--- src/hw/rtl/dual_led_ramp_pattern_sequencer_top_defines.svh ---
// assertion macros for the dual led ramp pattern sequencer
`ifndef DUAL_LED_RAMP_PATTERN_SEQUENCER_TOP_DEFINES_SVH
`define DUAL_LED_RAMP_PATTERN_SEQUENCER_TOP_DEFINES_SVH

`ifndef SYNTHESIS
`define DLRPS_ASSERT(lbl, prop) \
  lbl: assert property (@(posedge clk_i) disable iff (!rst_ni) (prop)) \
    else $error("dlrps assertion failed");
`define DLRPS_ASSERT_NEXT(lbl, ante, cons) \
  lbl: assert property (@(posedge clk_i) disable iff (!rst_ni) (ante) |=> (cons)) \
    else $error("dlrps assertion failed");
`else
`define DLRPS_ASSERT(lbl, prop)
`define DLRPS_ASSERT_NEXT(lbl, ante, cons)
`endif

`endif

--- src/hw/rtl/dlrps_pkg.sv ---
// package with types, constants and pattern tables of the led ramp sequencer
package dlrps_pkg;

  localparam int unsigned NUM_PATTERNS  = 7;
  localparam int unsigned MAX_FRAGMENTS = 2;

  localparam int unsigned PAT_W  = 3;
  localparam int unsigned FRAG_W = 1;
  localparam int unsigned CNT_W  = 2;

  localparam logic [7:0] RESET_LEVEL   = 8'd64;
  localparam logic [7:0] RESET_LOCKOUT = 8'd60;

  // configuration register indexes
  localparam logic CFG_START_PATTERN  = 1'b0;
  localparam logic CFG_LOCKOUT_FRAMES = 1'b1;

  typedef struct packed {
    logic [7:0] len;
    logic [7:0] init_a;
    logic [7:0] inc_a;
    logic [7:0] init_b;
    logic [7:0] inc_b;
  } frag_t;

  // fragment table, increments 254 and 255 act as -2 and -1 modulo 256
  function automatic frag_t get_frag(input logic [PAT_W-1:0] p, input logic [FRAG_W-1:0] f);
    frag_t r;
    case ({p, f})
      4'b000_0: r = '{8'd0,  8'd64, 8'd0,   8'd64, 8'd0};
      4'b001_0: r = '{8'd32, 8'd0,  8'd2,   8'd64, 8'd254};
      4'b001_1: r = '{8'd32, 8'd64, 8'd254, 8'd0,  8'd2};
      4'b010_0: r = '{8'd32, 8'd0,  8'd2,   8'd0,  8'd2};
      4'b010_1: r = '{8'd32, 8'd64, 8'd254, 8'd64, 8'd254};
      4'b011_0: r = '{8'd32, 8'd32, 8'd255, 8'd64, 8'd255};
      4'b011_1: r = '{8'd32, 8'd64, 8'd255, 8'd32, 8'd255};
      4'b100_0: r = '{8'd64, 8'd64, 8'd255, 8'd64, 8'd255};
      4'b101_0: r = '{8'd32, 8'd0,  8'd0,   8'd64, 8'd0};
      4'b101_1: r = '{8'd32, 8'd64, 8'd0,   8'd0,  8'd0};
      4'b110_0: r = '{8'd32, 8'd64, 8'd0,   8'd64, 8'd0};
      4'b110_1: r = '{8'd32, 8'd0,  8'd0,   8'd0,  8'd0};
      default:  r = '{8'd0,  8'd0,  8'd0,   8'd0,  8'd0};
    endcase
    return r;
  endfunction

  // fragments used by a pattern, already limited to MAX_FRAGMENTS
  function automatic logic [CNT_W-1:0] frag_count(input logic [PAT_W-1:0] p);
    logic [CNT_W-1:0] n;
    case (p)
      3'd0:    n = 2'd1;
      3'd1:    n = 2'd2;
      3'd2:    n = 2'd2;
      3'd3:    n = 2'd2;
      3'd4:    n = 2'd1;
      3'd5:    n = 2'd2;
      3'd6:    n = 2'd2;
      default: n = 2'd1;
    endcase
    if (n > CNT_W'(MAX_FRAGMENTS)) begin
      n = CNT_W'(MAX_FRAGMENTS);
    end
    return n;
  endfunction

endpackage

--- src/hw/rtl/dual_led_ramp_pattern_sequencer_top.sv ---
// top level of the dual led ramp pattern sequencer
//
// Each input item is one frame tick carrying the button state. The block
// answers with one item holding the two channel levels from before the tick,
// the pattern in use after it and a flag that asks for the pattern index to
// be stored. The tick is computed in a single pass
// of table lookups, 8-bit adds and compares from the state registers into the
// result register, so a new item is accepted every cycle while the result
// register is empty or being taken. Config writes are always ready; writing
// start_pattern restarts at that pattern (a low three-bit value of 7 selects 0)
// without touching the lockout counter, writing lockout_frames takes effect at
// the next accepted press. Reset state is pattern 0, levels 64, lockout 60.
`include "dual_led_ramp_pattern_sequencer_top_defines.svh"

module dual_led_ramp_pattern_sequencer_top
  import dlrps_pkg::*;
(
  input  logic             clk_i,
  input  logic             rst_ni,
  // frame tick items
  input  logic             in_valid_i,
  output logic             in_ready_o,
  input  logic             button_pressed_i,
  // result items
  output logic             out_valid_o,
  input  logic             out_ready_i,
  output logic [7:0]       level_a_o,
  output logic [7:0]       level_b_o,
  output logic [PAT_W-1:0] active_pattern_o,
  output logic             pattern_saved_o,
  // register writes
  input  logic             cfg_valid_i,
  output logic             cfg_ready_o,
  input  logic             cfg_index_i,
  input  logic [7:0]       cfg_data_i
);

  // configuration registers
  logic [PAT_W-1:0]  start_pattern_q, start_pattern_d;
  logic [7:0]        lockout_frames_q, lockout_frames_d;

  // sequencer state
  logic [PAT_W-1:0]  pattern_sel_q, pattern_sel_d;
  logic [FRAG_W-1:0] fragment_sel_q, fragment_sel_d;
  logic [7:0]        frames_left_q, frames_left_d;
  logic [7:0]        value_a_q, value_a_d;
  logic [7:0]        value_b_q, value_b_d;
  logic [7:0]        lockout_left_q, lockout_left_d;

  // result register
  logic              out_valid_q, out_valid_d;
  logic [7:0]        level_a_q, level_a_d;
  logic [7:0]        level_b_q, level_b_d;
  logic [PAT_W-1:0]  active_q, active_d;
  logic              saved_q, saved_d;

  logic in_acc, cfg_acc;

  // result register frees up in the same cycle it is read
  assign in_ready_o  = !out_valid_q || out_ready_i;
  assign cfg_ready_o = 1'b1;
  assign in_acc      = in_valid_i && in_ready_o;
  assign cfg_acc     = cfg_valid_i && cfg_ready_o;

  always_comb begin
    frag_t             cur, nxt, rst_frag;
    logic [PAT_W-1:0]  psel, rst_psel;
    logic [FRAG_W-1:0] fsel;
    logic [CNT_W-1:0]  next_f;
    logic [7:0]        fl, va, vb, lo;
    logic              saved;

    start_pattern_d  = start_pattern_q;
    lockout_frames_d = lockout_frames_q;
    pattern_sel_d    = pattern_sel_q;
    fragment_sel_d   = fragment_sel_q;
    frames_left_d    = frames_left_q;
    value_a_d        = value_a_q;
    value_b_d        = value_b_q;
    lockout_left_d   = lockout_left_q;
    out_valid_d      = out_valid_q && !out_ready_i;
    level_a_d        = level_a_q;
    level_b_d        = level_b_q;
    active_d         = active_q;
    saved_d          = saved_q;

    // frame tick: ramp first, then press handling, then fragment handover
    cur    = get_frag(pattern_sel_q, fragment_sel_q);
    fl     = frames_left_q - 8'd1;
    va     = value_a_q + cur.inc_a;
    vb     = value_b_q + cur.inc_b;
    lo     = lockout_left_q;
    psel   = pattern_sel_q;
    fsel   = fragment_sel_q;
    next_f = '0;
    saved  = 1'b0;

    if (lockout_left_q != 8'd0) begin
      lo = lockout_left_q - 8'd1;
    end else if (button_pressed_i) begin
      lo    = lockout_frames_q;
      psel  = (pattern_sel_q >= PAT_W'(NUM_PATTERNS - 1)) ? '0 : pattern_sel_q + PAT_W'(1);
      fsel  = '0;
      nxt   = get_frag(psel, fsel);
      fl    = nxt.len;
      va    = nxt.init_a;
      vb    = nxt.init_b;
      saved = 1'b1;
    end

    nxt = get_frag(psel, fsel);
    if (fl == 8'd0 && nxt.len != 8'd0) begin
      // finite fragment ran out, wrap within the pattern
      next_f = CNT_W'(fsel) + CNT_W'(1);
      if (next_f >= frag_count(psel)) begin
        next_f = '0;
      end
      fsel = next_f[FRAG_W-1:0];
      nxt  = get_frag(psel, fsel);
      fl   = nxt.len;
      va   = nxt.init_a;
      vb   = nxt.init_b;
    end

    if (in_acc) begin
      out_valid_d    = 1'b1;
      level_a_d      = value_a_q;
      level_b_d      = value_b_q;
      active_d       = psel;
      saved_d        = saved;
      pattern_sel_d  = psel;
      fragment_sel_d = fsel;
      frames_left_d  = fl;
      value_a_d      = va;
      value_b_d      = vb;
      lockout_left_d = lo;
    end

    // register writes, to be issued only while idle; the block does not enforce this
    rst_psel = (cfg_data_i[PAT_W-1:0] >= PAT_W'(NUM_PATTERNS)) ? '0 : cfg_data_i[PAT_W-1:0];
    rst_frag = get_frag(rst_psel, '0);
    if (cfg_acc) begin
      case (cfg_index_i)
        CFG_START_PATTERN: begin
          start_pattern_d = cfg_data_i[PAT_W-1:0];
          pattern_sel_d   = rst_psel;
          fragment_sel_d  = '0;
          frames_left_d   = rst_frag.len;
          value_a_d       = rst_frag.init_a;
          value_b_d       = rst_frag.init_b;
        end
        CFG_LOCKOUT_FRAMES: begin
          lockout_frames_d = cfg_data_i;
        end
        default: begin
        end
      endcase
    end
  end

  always_ff @(posedge clk_i or negedge rst_ni) begin
    if (!rst_ni) begin
      start_pattern_q  <= '0;
      lockout_frames_q <= RESET_LOCKOUT;
      pattern_sel_q    <= '0;
      fragment_sel_q   <= '0;
      frames_left_q    <= 8'd0;
      value_a_q        <= RESET_LEVEL;
      value_b_q        <= RESET_LEVEL;
      lockout_left_q   <= RESET_LOCKOUT;
      out_valid_q      <= 1'b0;
    end else begin
      start_pattern_q  <= start_pattern_d;
      lockout_frames_q <= lockout_frames_d;
      pattern_sel_q    <= pattern_sel_d;
      fragment_sel_q   <= fragment_sel_d;
      frames_left_q    <= frames_left_d;
      value_a_q        <= value_a_d;
      value_b_q        <= value_b_d;
      lockout_left_q   <= lockout_left_d;
      out_valid_q      <= out_valid_d;
    end
  end

  // result payload, qualified by out_valid_q
  always_ff @(posedge clk_i) begin
    level_a_q <= level_a_d;
    level_b_q <= level_b_d;
    active_q  <= active_d;
    saved_q   <= saved_d;
  end

  assign out_valid_o      = out_valid_q;
  assign level_a_o        = level_a_q;
  assign level_b_o        = level_b_q;
  assign active_pattern_o = active_q;
  assign pattern_saved_o  = saved_q;

  // pattern index stays inside the table
  `DLRPS_ASSERT(a_pattern_range, pattern_sel_q < PAT_W'(NUM_PATTERNS))
  // second fragment only in two-fragment patterns
  `DLRPS_ASSERT(a_frag_legal, fragment_sel_q == '0 || frag_count(pattern_sel_q) == 2'd2)
  // a held result blocks new items
  `DLRPS_ASSERT(a_hold_blocks, !(out_valid_q && !out_ready_i) || !in_ready_o)
  // a press outside the lockout gives a saved flag
  `DLRPS_ASSERT_NEXT(a_press_saves, in_acc && button_pressed_i && lockout_left_q == 8'd0,
                     out_valid_q && saved_q)

endmodule
--- config.mk ---
export PLATFORM = sky130hd
export DESIGN_NAME = dual_led_ramp_pattern_sequencer_top
export DESIGN_NICKNAME = d
export VERILOG_FILES = /design/src/hw/rtl/dlrps_pkg.sv /design/src/hw/rtl/dual_led_ramp_pattern_sequencer_top.sv
export VERILOG_INCLUDE_DIRS = /design/src /design/src/hw/rtl
export SDC_FILE = /design/constraint.sdc
export NUM_CORES = 1
export LEC_CHECK = 0
export BUFFER_PORTS_ARGS = -buffer_cell sky130_fd_sc_hd__buf_2
export CAP_MARGIN = 0
export CORE_UTILIZATION = 46
export DETAILED_ROUTE_END_ITERATION = 7
export PLACE_DENSITY_LB_ADDON = 0.2
export SYNTH_ARGS = -nofsm -noshare
export SYNTH_HDL_FRONTEND = slang
export SYNTH_SLANG_ARGS = --single-unit
--- constraint.sdc ---
create_clock -name clk_i -period 6.7 [get_ports clk_i]
set_clock_uncertainty 0.2 [all_clocks]
set_input_delay 0.335 -clock clk_i [delete_from_list [all_inputs] [get_ports clk_i]]
set_output_delay 0.335 -clock clk_i [all_outputs]
set_load 0.1 [all_outputs]
==> results.toml, run 1 <==
[timing]
setup_ws_ps = 2510
slew_headroom_pct = 17.7
maxSlewViolCount = 0
finalSetupViolations = 0
hold_viol_final = 21
fin_crit_sh_pct = 62.5
period_needed_ps = 4190
tns_ps = 0
fmax_ghz = 0.239
fin_worst_hold_slack_ps = -16.1
worstMarginPinSlew_ps = 1230
rsz0062_at_grt = "false"

[drt]
avgRoutedWirePerCell_um = 16.5
dr.first_iter.drc_count = 292
antenna_left = 0
drc = 0
first_pass_iters = 4
vias_per_cell = 5.81
via_count = 3420
wl_mm = 9.69

[die]
io_pins = 38
die_area_um2 = 9350
start_util_pct = 47.3
die_w_um = 96.7
rows = 34
core_um2 = 8720
fp.dieH_um = 96.7

[grt]
groute.usage.overall_pct = 21.7
grt_pass1_vias = 3170
grt_pass1_wl_mm = 16.3
grt_overflow = 0
antenna_found_initial = 0
grt_max_degree = 60

[layout]
area_growth_pct = 11.1
design_area_um2 = 4580
layout.nets = 520
postLayoutCoreUtil_pct = 52.5
diodes = 0
final_cells = 589
drive_gt1_share_pct = 16.0

[flow_run]
maxCapViolCount = 0

[cts]
cts-htree-levels = 3
clock_latency_ps = 340
clkTransAtPathRegs_ps = 80
cts_max_path_buffers = 2
clockRootBuffer = "clkbuf_8"
cts_tree = "built"
clock-sinks = 65
numCtsBuffers = 9
cts_resized = 0

[run_status]
status = "complete, but fails checks"
violations = "negative hold slack"

[worst_setup_path]
cp.arrival_ps = 4240
start_kind = "register"
cp.required_ps = 6750
cp-end-kind = "register"
critPathMaxFanout = 14
crit_type = "register to register"

[synthesis]
ys_seq_area_share_pct = 42.2
synth_warnings = 0
synth_ff_type = "dfrtp_1"
synth-edff-count = 20
synth_nets = 496
netlist_area_um2 = 4130
synthArstFlopShare_pct = 69.2
synth-seq-cells = 65
syn-instance-count = 452
synth_cell_types = 63
avgSynthCellArea_um2 = 9.13

[placed_design]
hpwl_mm = 6.70
place_ws_ps = 2530
dp_cells = 572
io_buffer_count = 36
place.gp.congestion = 0.875
place_area_um2 = 4350

[power_and_ir_drop]
p_per_area_nw_per_um2 = 371
power_mw = 1.70
p_leak_nw = 1.92
vdd.ir_drop.worst_v = 0.000155

[min_path]
hold_path.class = "input port to async pin"
per-layer routing:
metal,part of all wire [%],vias up,global-route usage [%]
li1,-,1696,-
met1,44,1627,29.1
met2,50,86,36.1
met3,4.7,11,3.54
met4,0.96,0,6.43
met5,0,-,0
cell families after synthesis:
family	after synthesis	synth area share (%)
AND/OR/NAND/NOR	153	18.0
XOR/XNOR	8	1.70
multiplexers	17	4.43
adder cells (fa/ha/maj)	30	9.40
AO/OA/AOI/OAI	128	19.4
buffers and inverters	50	4.82
flip-flops	65	42.2
other	1	0.0909
final timing paths:
check	startpoint	end	slack [ps]	cells after the start
min	rst_ni	value_b_q[1]$_DFF_PN0_	-20	1
max	lockout_left_q[0]$_DFFE_PN0P_	frames_left_q[7]$_DFF_PN0_	2510	11
min in group clk_i	cfg_data_i[3]	lockout_frames_q[3]$_DFFE_PN1P_	20	2
max reg2reg	lockout_left_q[0]$_DFFE_PN0P_	frames_left_q[7]$_DFF_PN0_	2510	11
max in group asynchronous	rst_ni	pattern_sel_q[1]$_DFF_PN0_	5660	1
min reg2reg	value_b_q[0]$_DFF_PN0_	level_b_o[0]$_DFFE_PP_	290	0
sequential cells by signal, summed over array words and instances, names as in the netlist:
name	cells
fragment_sel_q	1
value_a_q	8
level_b_o	8
lockout_frames_q	8
lockout_left_q	8
pattern_sel_q	3
level_a_o	8
active_pattern_o	3
value_b_q	8
out_valid_o	1
frames_left_q	8
pattern_saved_o	1
cell usage after synthesis (3+ instances only):
| cell | n | area [um2] |
|---|---|---|
| a2111oi_0 | 4 | 35.0 |
| a211oi_1 | 3 | 22.5 |
| a21oi_1 | 42 | 210 |
| a22oi_1 | 3 | 22.5 |
| a31oi_1 | 4 | 25.0 |
| buf_2 | 3 | 15.0 |
| clkbuf_1 | 21 | 78.8 |
| dfrtp_1 | 35 | 876 |
| dfstp_2 | 10 | 263 |
| edfxtp_1 | 20 | 601 |
| ha_1 | 27 | 338 |
| inv_1 | 23 | 86.3 |
| mux2_2 | 8 | 90.1 |
| mux2i_1 | 7 | 70.1 |
| nand2_1 | 41 | 154 |
| nand2b_1 | 9 | 56.3 |
| nand3_1 | 18 | 90.1 |
| nand4_1 | 4 | 25.0 |
| nor2_1 | 40 | 150 |
| nor3_1 | 15 | 75.1 |
| nor3b_1 | 3 | 22.5 |
| nor4_1 | 4 | 25.0 |
| nor4b_1 | 4 | 35.0 |
| o21ai_0 | 34 | 170 |
| o21bai_1 | 3 | 22.5 |
| o22ai_1 | 7 | 43.8 |
| o31ai_1 | 4 | 30.0 |
| or3_1 | 4 | 25.0 |
| or4_1 | 3 | 22.5 |
| xnor2_1 | 4 | 35.0 |
| xor2_1 | 4 | 35.0 |
worst max-delay path: stages (launching register included):
cell and delay, ps:
dfrtp_1 400, inv_1 90, ha_1 180, nor3b_1 300, nand3_1 350, a21oi_1 510, inv_1 180, ha_1 330
a31oi_1 90, a21oi_1 990, nor2_1 230, nor3_1 260
cell type report:
cell class | instances | area [um2]
Clock buffer | 12 | 145
Clock inverter | 4 | 76.3
Fill cell | 798 | 4140
Inverter | 23 | 86.3
Multi-Input combinational cell | 337 | 2190
Sequential cell | 65 | 1740
Tap cell | 108 | 135
Timing Repair Buffer | 40 | 213
repair_timing:
item | CTS | global route
endpoints found under the hold margin | 1 | 0
hold buffers | 1 | 0
buffers inserted | 0 | 0
cell usage in the layout, fill, tap and decap left out, types with 10 or more instances in the layout:
cell,instances
a21oi_1,42
buf_2,36
clkbuf_8,10
dfrtp_1,35
dfstp_2,10
edfxtp_1,20
ha_1,27
inv_1,22
nand2_1,41
nand3_1,18
nor2_1,40
nor3_1,15
o21ai_0,34
power breakdown:
group          switching [mW]  internal [mW]
logic                   0.447          0.244
registers              0.0996          0.531
clock network           0.157          0.221
No activity file was read; power rests on OpenSTA's default activity.
==> run 2: changes to the inputs <==
==> constraint.sdc (replaced) <==
create_clock -name clk_i -period 3.4 [get_ports clk_i]
set_clock_uncertainty 0.2 [all_clocks]
set_input_delay 0.17 -clock clk_i [delete_from_list [all_inputs] [get_ports clk_i]]
set_output_delay 0.17 -clock clk_i [all_outputs]
set_load 0.1 [all_outputs]
==> run 2 against run 1 <==
The flow now finishes without violations. Highest routed layer unchanged. Largest power group unchanged. Die area stayed put. Cell count is 6.3% higher. Global-route usage is 2.4 points higher. First-iteration DRC count is 52% lower. Sequential share of layout area is 2.4 points lower. Via count is 6.3% higher. Clock power is 67% higher. Setup slack lost 2400 ps. Routed wire length up 11%.
==> results.toml, run 2 (synthesis gave the netlist of run 1 again) <==
[worst_setup_path]
cp.arrival_ps = 3310
cp_cell_sequence = "or4_4 -> or2_1 -> o21a_1 -> ha_1 -> a22o_1 -> o21ai_0 -> buf_4 -> ha_1 -> inv_1 -> a211oi_1 -> a211o_1 -> mux2i_1 -> a21oi_1"
slowest_stage = "or4_4"
regToRegSetupSlack_ps = 140
crit_path_max_incr_delay_ps = 570
critPathMaxFanout = 6
crit_type = "register to register"
cp.required_ps = 3460
cpMostUsedCell = "ha_1"
r2r.worst_path.cells = 13
cp_top_family = "compound AO/OA/AOI/OAI gates"
start_kind = "register"
cp.depth = 13
path_buf_inv = 2
critPathCapture = "value_a_q[6]$_DFF_PN1_"
rr_endpoint = "value_a_q[6]$_DFF_PN1_"
startpoint = "lockout_left_q[5]$_DFFE_PN1P_"
cp-end-kind = "register"
rr_startpoint = "lockout_left_q[5]$_DFFE_PN1P_"

[die]
fp.dieH_um = 96.7
start_util_pct = 47.3
core_um2 = 8720
rows = 34
die_w_um = 96.7
io_pins = 38
die_area_um2 = 9350

[timing]
worstMarginPinSlew_ps = 1100
tns_ps = 0
period_needed_ps = 3260
fin_worst_hold_slack_ps = 129
fin_crit_sh_pct = 95.8
slew_headroom_pct = 26.5
hold_viol_final = 0
fmax_ghz = 0.307
finalSetupViolations = 0
maxSlewViolCount = 0

[grt]
groute.usage.overall_pct = 24.1
grt_pass1_wl_mm = 17.9
antenna_found_initial = 0
grt_max_degree = 46
grt_pass1_vias = 3621
grt_overflow = 0

[placed_design]
io_buffer_count = 36
place.gp.congestion = 0.942
hpwl_mm = 7.38

[drt]
vias_per_cell = 5.81
drc = 0
antenna_left = 0
via_count = 3634
wl_mm = 10.8
avgRoutedWirePerCell_um = 17.2
dr.first_iter.drc_count = 141
first_pass_iters = 5

[power_and_ir_drop]
switchingPower_mw = 1.40
comb_power_share_pct = 43.9
internal_power_mw = 1.93
seqPwrFrac_pct = 37.1
power_mw = 3.32
vdd.ir_drop.worst_v = 0.000292
p_per_area_nw_per_um2 = 679
pwr-share-clk_pct = 19.0
swShare_pct = 42.0
p_leak_nw = 2.08

[cts]
numCtsBuffers = 9
clock_latency_ps = 340
cts-htree-levels = 3
clock-sinks = 65
clockRootBuffer = "clkbuf_8"
cts_max_path_buffers = 2
clkTransAtPathRegs_ps = 70
cts_tree = "built"

[layout]
regArea_um2 = 1740
area_growth_pct = 18.7
drive_gt1_share_pct = 20.8
fillCellCount = 766
final_cell_mix = "nand2_1, a21oi_1, nor2_1"
layout.nets = 557
postLayoutCoreUtil_pct = 56.2
multi_input_area_um2 = 2240
diodes = 0

[flow_run]
maxCapViolCount = 0

[min_path]
hold_path.class = "input port to register"
holdCritStartpoint = "button_pressed_i"

[run_status]
status = "finished clean"
-- run 2: how the worst min path moves through the flow --
stage                                                to  cells after the start
final                     lockout_left_q[5]$_DFFE_PN1P_                      3
after global routing      lockout_left_q[4]$_DFFE_PN1P_                      3
after CTS                 lockout_left_q[4]$_DFFE_PN1P_                      3
after detailed placement          out_valid_o$_DFF_PN0_                      2
after global placement            out_valid_o$_DFF_PN0_                      2
after floorplan                fragment_sel_q$_DFF_PN0_                      0
-- run 2: timing repair --
action,CTS,global route
gates resized for setup,4,9
pin swaps,0,2
hold buffers,12,0
buffers inserted,0,1
setup endpoints to repair,2,3
hold endpoints to repair,49,0
cloned,0,0
-- run 2: metal layers --
metal | wire length, um | GRT usage, % | vias up | part of all wire [%]
li1 | - | - | 1773 | -
met1 | 4930 | 30.0 | 1736 | 46
met2 | 5120 | 40.5 | 97 | 47
met3 | 391 | 3.76 | 28 | 3.6
met4 | 354 | 12.3 | 0 | 3.3
met5 | 0 | 0 | - | 0
-- run 2: cell type report --
type	instances	share of cell area, %
Multi-Input combinational cell	337	45.7
Clock buffer	12	2.76
Sequential cell	65	35.5
Inverter	23	1.76
Clock inverter	4	0.894
Timing Repair Buffer	77	10.6
Tap cell	108	2.76
-- run 2: power groups by stage --
stage / clock (mW) / combinational (mW) / sequential, mW
detailed placement: 0 / 1.41 / 1.24
CTS: 0.646 / 1.44 / 1.23
global route: 0.681 / 1.61 / 1.27
floorplan: 0 / 0.885 / 1.44
finish: 0.631 / 1.46 / 1.23
global placement: 0 / 1.38 / 1.23
-- run 2: through the flow --
step	instance area, um2	cells	worst slack (ps)
after floorplan	4130	452	16.7
after global placement	4540	597	64.0
after detailed placement	4540	597	-20.8
after CTS	4860	625	26.5
after global routing	4900	626	-5.26
final	4900	626	143
-- run 2: worst min-delay path: cells and delay by family --
kind            cells  cell delay, ps
compound gates      2             270
buf+inv             1             220
==> run 3: changes to the inputs <==
--- a/config.mk
+++ b/config.mk
@@ -9,6 +9,7 @@
 export BUFFER_PORTS_ARGS = -buffer_cell sky130_fd_sc_hd__buf_2
 export CAP_MARGIN = 0
 export CORE_UTILIZATION = 46
+export CTS_BUF_LIST = sky130_fd_sc_hd__clkbuf_4 sky130_fd_sc_hd__clkbuf_8 sky130_fd_sc_hd__clkbuf_16
 export DETAILED_ROUTE_END_ITERATION = 7
 export PLACE_DENSITY_LB_ADDON = 0.2
 export SYNTH_ARGS = -nofsm -noshare
==> run 3 against run 2 <==
Critical path depth did not move. Fmax fell by 0.12%. Hold slack got worse by 1.0 ps. Global-route usage barely moved. Non-clock buffer count did not move. Sequential power barely moved. Final area rose by 0.36%. Clock power rose by 4.0%. Die area did not move. Register-to-register slack barely moved. Critical path type unchanged. Routed wire length fell by 0.37%. Via count fell by 0.11%.
==> results.toml, run 3 (synthesis gave the netlist of run 1 again) <==
[placed_design]
io_buffer_count = 36
place_area_um2 = 4540
place.gp.congestion = 0.942
place_ws_ps = -20.8
hpwl_mm = 7.38

[grt]
grt_max_degree = 46
grt_pass1_vias = 3610
grt_overflow = 0
grt_pass1_wl_mm = 17.9
antenna_found_initial = 0
groute.usage.overall_pct = 24.1

[cts]
clock-sinks = 65
cts-htree-levels = 3
clock_latency_ps = 340
cts_max_path_buffers = 2
numCtsBuffers = 9
cts_tree = "built"
clockRootBuffer = "clkbuf_8"
clkTransAtPathRegs_ps = 70

[drt]
wl_mm = 10.8
via_count = 3630
antenna_left = 0
avgRoutedWirePerCell_um = 17.2
vias_per_cell = 5.80
dr.first_iter.drc_count = 150
drc = 0
first_pass_iters = 5

[worst_setup_path]
regToRegSetupSlack_ps = 140
r2r.worst_path.cells = 13
rr_startpoint = "lockout_left_q[5]$_DFFE_PN1P_"
startpoint = "lockout_left_q[5]$_DFFE_PN1P_"
cp-end-kind = "register"
start_kind = "register"
rr_endpoint = "value_a_q[6]$_DFF_PN1_"
cp.required_ps = 3460
crit_type = "register to register"
critPathMaxFanout = 6
cp.arrival_ps = 3320

[die]
io_pins = 38
fp.dieH_um = 96.7
die_w_um = 96.7
start_util_pct = 47.3
die_area_um2 = 9350
core_um2 = 8720
rows = 34

[power_and_ir_drop]
p_leak_nw = 2.09
vdd.ir_drop.worst_v = 0.000292
p_per_area_nw_per_um2 = 681

[min_path]
holdCritStartpoint = "button_pressed_i"
hold_path_end = "lockout_left_q[5]$_DFFE_PN1P_"
whs_path_depth = 3
hold_path.class = "input port to register"

[timing]
hold_viol_final = 0
fmax_ghz = 0.307
slew_headroom_pct = 25.8
finalSetupViolations = 0
period_needed_ps = 3260
fin_crit_sh_pct = 95.9
worstMarginPinSlew_ps = 1110
setup_ws_ps = 139
maxSlewViolCount = 0

[flow_run]
maxCapViolCount = 0

[layout]
area_growth_pct = 19.1
multi_input_area_um2 = 2250
fillCellCount = 767
layout.nets = 557
diodes = 0
regArea_um2 = 1740
final_cell_mix = "nand2_1, a21oi_1, nor2_1"
drive_gt1_share_pct = 21.6
design_area_um2 = 4910

[run_status]
status = "finished clean"
## run 3: worst max path at each step
stage / to / slack, ps / depth (start not counted)
floorplan: value_a_q[6]$_DFF_PN1_ / 20 / 12
global placement: value_a_q[6]$_DFF_PN1_ / 60 / 16
detailed placement: value_b_q[6]$_DFF_PN1_ / -20 / 16
CTS: value_a_q[7]$_DFF_PN0_ / 30 / 11
global route: value_a_q[6]$_DFF_PN1_ / -6 / 16
finish: value_a_q[6]$_DFF_PN1_ / 140 / 13
## run 3: layer usage
| layer | vias to the layer above | part of all wire, % | GRT usage (%) |
|---|---|---|---|
| met5 | - | 0 | 0 |
| met4 | 0 | 3.2 | 12.3 |
| met3 | 27 | 4.2 | 3.76 |
| met2 | 103 | 48 | 40.1 |
| met1 | 1730 | 45 | 30.3 |
| li1 | 1770 | - | - |
## run 3: timing repair
item	4_1_cts	5_1_grt
endpoints found under the hold margin	49	0
endpoints found under the setup margin	2	4
buffers inserted	0	1
pin swaps	0	2
hold buffers	12	0
cloned	0	0
resized for setup	4	10
## run 3: where the power goes
group | internal (mW) | switching, mW
Combinational | 0.546 | 0.914
Clock | 0.359 | 0.297
Sequential | 1.05 | 0.184
## run 3: area by class of cell
| cell class | instances | share of cell area [%] |
|---|---|---|
| inverters | 23 | 1.76 |
| repair buffers | 77 | 10.5 |
| flip-flops and latches | 65 | 35.4 |
| multi-input cells | 337 | 45.7 |
| clock inverters | 4 | 0.891 |
| well taps | 108 | 2.75 |
| clock buffers | 12 | 2.98 |
## run 3: per-stage QoR
step	cells	power [mW]	TNS, ps	utilization, %	hold slack [ps]
6_report	626	3.35	0	56.4	128
5_1_grt	626	3.59	-6.48	56.4	157
4_1_cts	625	3.33	0	55.9	103
3_5_place_dp	597	2.65	-38.6	52.1	186
3_3_place_gp	597	2.61	0	52.1	177
2_1_floorplan	452	2.32	0	-	-326
## run 3: worst max-delay path, cell delays in order, from the launching register on
cell      delay (ps)
dfstp_2          400
or4_4            570
or2_1            260
o21a_1           240
ha_1             210
a22o_1           190
o21ai_0          150
buf_4            150
ha_1             190
inv_1             50
a211oi_1         200
a211o_1          130
mux2i_1           70
a21oi_1          160
